## src/hw/rtl/assert_macros.svh

```systemverilog
// Assertion macros shared by the RTL files.
// No dependencies.
`ifndef ASSERT_MACROS_SVH
`define ASSERT_MACROS_SVH

// Checked on every rising edge except while reset is asserted.
`define EIA_ASSERT(name, clk, rst_n, prop) \
  name: assert property (@(posedge clk) disable iff (!rst_n) (prop)) \
    else $error("assertion failed");

// Checked on every rising edge, reset included.
`define EIA_ASSERT_ALWAYS(name, clk, prop) \
  name: assert property (@(posedge clk) (prop)) \
    else $error("assertion failed");

`endif

```

## src/hw/rtl/eia_ram.sv

```systemverilog
// Generic simple dual-port RAM, one write and one registered read port.
// No dependencies.
`default_nettype none

module eia_ram #(
  parameter int Width = 8,
  parameter int Depth = 16
) (
  input  wire logic                     clk_i,
  input  wire logic                     we_i,
  input  wire logic [$clog2(Depth)-1:0] waddr_i,
  input  wire logic [Width-1:0]         wdata_i,
  input  wire logic                     re_i,
  input  wire logic [$clog2(Depth)-1:0] raddr_i,
  output logic      [Width-1:0]         rdata_o
);

  logic [Width-1:0] mem [Depth];
  logic [Width-1:0] rdata_q;

  always_ff @(posedge clk_i) begin
    if (we_i) begin
      mem[waddr_i] <= wdata_i;
    end
    if (re_i) begin
      rdata_q <= mem[raddr_i];
    end
  end

  assign rdata_o = rdata_q;

endmodule

`default_nettype wire

```

## config.mk

```make
export PLATFORM = sky130hd
export DESIGN_NAME = eia_ram
export DESIGN_NICKNAME = d
export VERILOG_FILES = /design/src/hw/rtl/assert_macros.svh /design/src/hw/rtl/eia_ram.sv
export SDC_FILE = /design/constraint.sdc
export NUM_CORES = 1
export LEC_CHECK = 0
export ABC_AREA = 0
export BUFFER_PORTS_ARGS = -buffer_cell sky130_fd_sc_hd__buf_2
export CORE_MARGIN = 2
export CORE_UTILIZATION = 55
export DETAILED_ROUTE_END_ITERATION = 6
export PLACE_DENSITY = 0.73
export SLEW_MARGIN = 20
export SYNTH_ARGS = -nofsm -noshare
export SYNTH_HDL_FRONTEND = slang
export SYNTH_SLANG_ARGS = --single-unit
```

## constraint.sdc

```tcl
create_clock -name clk_i -period 1.8 [get_ports clk_i]
set_input_delay 0 -clock clk_i [delete_from_list [all_inputs] [get_ports clk_i]]
set_output_delay 0 -clock clk_i [all_outputs]
set_load 0.05 [all_outputs]
```

* Yosys cells after proc, flatten, opt, wreduce, memory -nomap -nowiden
Memory sizes are Yosys's and may differ from the RTL's. A register that Yosys moved wholly into a read port is not among the register bits. Index checks and enable logic that the tools add are counted.
Word-level totals: flip-flop bits (word level) 0, RAM bits 128, memories 1
Memories:
- mem | words 16, width 8, read ports 1, clocked after Yosys merged registers in 1, wr ports 1, RTL line eia_ram.sv:18 | logic [Width-1:0] mem [Depth];
Operators by class: muxes and demuxes 2
Operator list (number):
- 1-bit 2-to-1 mux | 2

* Logic depth before layout (Yosys ltp)
depth after elaboration 2, depth in mapped cells 5, mapped depth without buffers 3

* Worst setup path after synthesis
No wires, ideal clock.
path kind input-to-reg, start point input port waddr_i[2], end point memory mem[0][0] (enable), data arrival time 1110 ps, setup slack 307 ps, stages 2, buffers on the path 0, path through or3b_2 nor3_1
RTL lines:
- start: declaration | RTL line eia_ram.sv:11 | input wire logic [$clog2(Depth)-1:0] waddr_i,
- end: declaration | RTL line eia_ram.sv:18
Straight into the memory's write port.

==> flow_summary.ini <==
[status]
outcome = finished clean

[clock_network]
htreeDepth = 4
cts_buffer_depth = 2
numCtsBuffers = 17
clk_pin_slew_ns = 0.06
clock-sinks = 136
worstSkewPairLatency_ns = 0.51
tritoncts = built
post_cts_buffers = 0
clock-root-buffer = clkbuf_8

[synthesis]
ys_types = 18
syn_inst = 229
yosysMostFrequentCell = edfxtp_1
synth_compound_area_frac = 0.02298
yosys.area_share.simple = 0.03135
synth.area.mux_share = 0.1479
synth_flop_cell = edfxtp_1
ys_top_cells_by_count = edfxtp_1 (136), mux4_2 (18), a22oi_1 (16)
synthAdderAreaFrac = 0
synth_top_area_share = 0.7812
ys_seq_elements = 136
yosys-top-cells-area = edfxtp_1 (78%), mux4_2 (7.8%), mux4_1 (7.0%)
avgSynthCellArea_sq_um = 22.83
yosysSeqAreaShare = 0.7812
netlist_area_sq_um = 5228
synth_top_family_by_area = multiplexers
yosysWarnings = 0
synth_largest_area_cell = edfxtp_1
async_flop_share = 0
synth_nets = 248
synth_edf_count = 136
synth_xor_area_frac = 0

[layout]
final_core_util = 0.6910
final_cells = 438
nets = 315
fill_cells = 566
area_delta_synth_final_pct = 22.14
final_layout_size_suffix_gt1_frac = 0.3204
num_antenna_cells = 0

[drt]
first_iter_violations = 239
drt-met1-wl_um = 4142
vias = 2593
highest_layer = met4
routed_wl_um = 10340
vias_per_cell = 5.920
wire_per_inst_um = 23.60
drtPass1Iterations = 5
drc = 0
ant_nets = 0
wl_met3_um = 768
met2_length_um = 5241

[power_and_ir_drop]
power_frac_seq = 0.459
power_uw = 7816
combPwrFrac = 0.051
power_density_nw_per_um2 = 1224
pwr-share-clk = 0.490
p_int_uw = 6267
vdd_drop_max_mv = 0.6937
p_sw_uw = 1549
p_leak_uw = 0.002188
p_sw_frac = 0.1982

[sta]
worst_slew_pin_slew_ns = 0.3716
maxClockFrequency_mhz = 641.0
post-route-min-period_ns = 1.560
holdWs_ns = 0.05148
period_share = 0.8667
maxSlewHeadroom = 0.7523
drv_slew = 0
clock_skew_ns = 0.005700
setup_viol = 0
fin_tns_setup_ns = 0
rsz0062_at_grt = false
hold_viol = 0

[grt]
grt_antenna_before_repair = 0
overflow = 0
grt_pass1_wl_um = 15730
grt_max_degree = 20
grt_pass1_vias = 2734
grt_use_total = 0.2252

[flow_run]
cap_violations = 0

[worst_setup_path]
path_cells = mux4_1 -> a22oi_1 -> nand2_1
critPathLaunchType = register
crit_slowest_cell = mux4_1
worstPathArrival_ns = 1.82
cp_slowest_stage_delay_ns = 0.51
path_max_fanout = 1
endpoint_kind = register
crit_type = register to register
cp_data_required_time_ns = 2.06

[die]
die_w_um = 101.5
fp-row-count = 35
start_util = 0.5657
fp.dieH_um = 101.5
core-area_sq_um = 9240
die_area_sq_um = 10300
boundaryPins = 27

[placed_design]
io_buffers = 26
gp_congestion = 0.7538
hpwl_um = 6265
place_inst = 397

[min_path]
hp-class = primary input to register
-- logic make-up (layout without fill, tap and decap cells) --
family                 count (synthesis)  in the layout
flip-flops                           136            136
AO/OA/AOI/OAI                         16             16
buffers and inverters                 10             90
AND/OR/NAND/NOR                       35             35
multiplexers                          32             32
-- sequential cells by signal, summed over array words and instances, names as in the netlist --
name / flops
mem: 128
rdata_o: 8
-- power groups by stage --
stage          logic (uW)  registers [uW]  clock network, uW
6_report              398            3590               3830
5_1_grt               429            3590               4000
4_1_cts               404            3590               3880
3_5_place_dp          385            3650                  0
3_3_place_gp          375            3650                  0
2_1_floorplan         180            3700                  0
-- final timing paths --
kind	startpoint	end	slack [ns]	depth (start not counted)
setup / recovery	mem[9][4]	rdata_o[4]	0.24	3
hold / removal	waddr_i[0]	mem[8][7]	0.05	3
setup reg to reg	mem[9][4]	rdata_o[4]	0.24	3
hold reg to reg	mem[3][2]	rdata_o[2]	0.77	3
-- cell type report --
cell class / instances / area, sq um / share of cell area
multi-input cells: 83 / 1057 / 0.1656
flip-flops and latches: 136 / 4084 / 0.6396
well taps: 129 / 161.4 / 0.02528
repair buffers: 58 / 417.9 / 0.06545
clock inverters: 14 / 246.5 / 0.03860
clock buffers: 18 / 417.9 / 0.06545
-- layer usage --
layer  GRT usage  vias to the layer above
li1            -                     1117
met1      0.3101                     1338
met2      0.3495                      123
met3     0.06556                       15
met4     0.08316                        0
met5           0                        -
-- per-stage QoR --
| stage | setup slack [ns] | instance area (sq um) |
|---|---|---|
| global route | 0.2184 | 6385 |
| detailed placement | 0.2046 | 5630 |
| global placement | 0.2204 | 5630 |
| finish | 0.2400 | 6385 |
| CTS | 0.2323 | 6385 |
| floorplan | 0.3071 | 5228 |
-- critical path: cells and delay by family (launching register included) --
family | cells | cell delay (ns)
DFF | 1 | 0.37
and+or+nand+nor | 1 | 0.08
muxes | 1 | 0.51
AOI/OAI and AO/OA | 1 | 0.34
-- layout by cell type, fill, tap and decap left out, drive strengths merged --
| cell | n |
|---|---|
| a22oi | 16 |
| and2 | 1 |
| and2b | 1 |
| buf | 49 |
| bufinv | 6 |
| clkbuf | 18 |
| clkinv | 4 |
| clkinvlp | 3 |
| dlygate4sd3 | 9 |
| edfxtp | 136 |
| inv | 1 |
| mux4 | 32 |
| nand2 | 9 |
| nand2b | 2 |
| nand3 | 1 |
| nand3b | 2 |
| nor2 | 13 |
| nor2b | 1 |
| nor3 | 4 |
| or3b | 1 |
-- repair_timing --
item	4_1_cts	5_1_grt
hold buffers	9	0
resized for setup	0	0
hold endpoints to repair	136	0
Power figures use the tool's default switching activity.
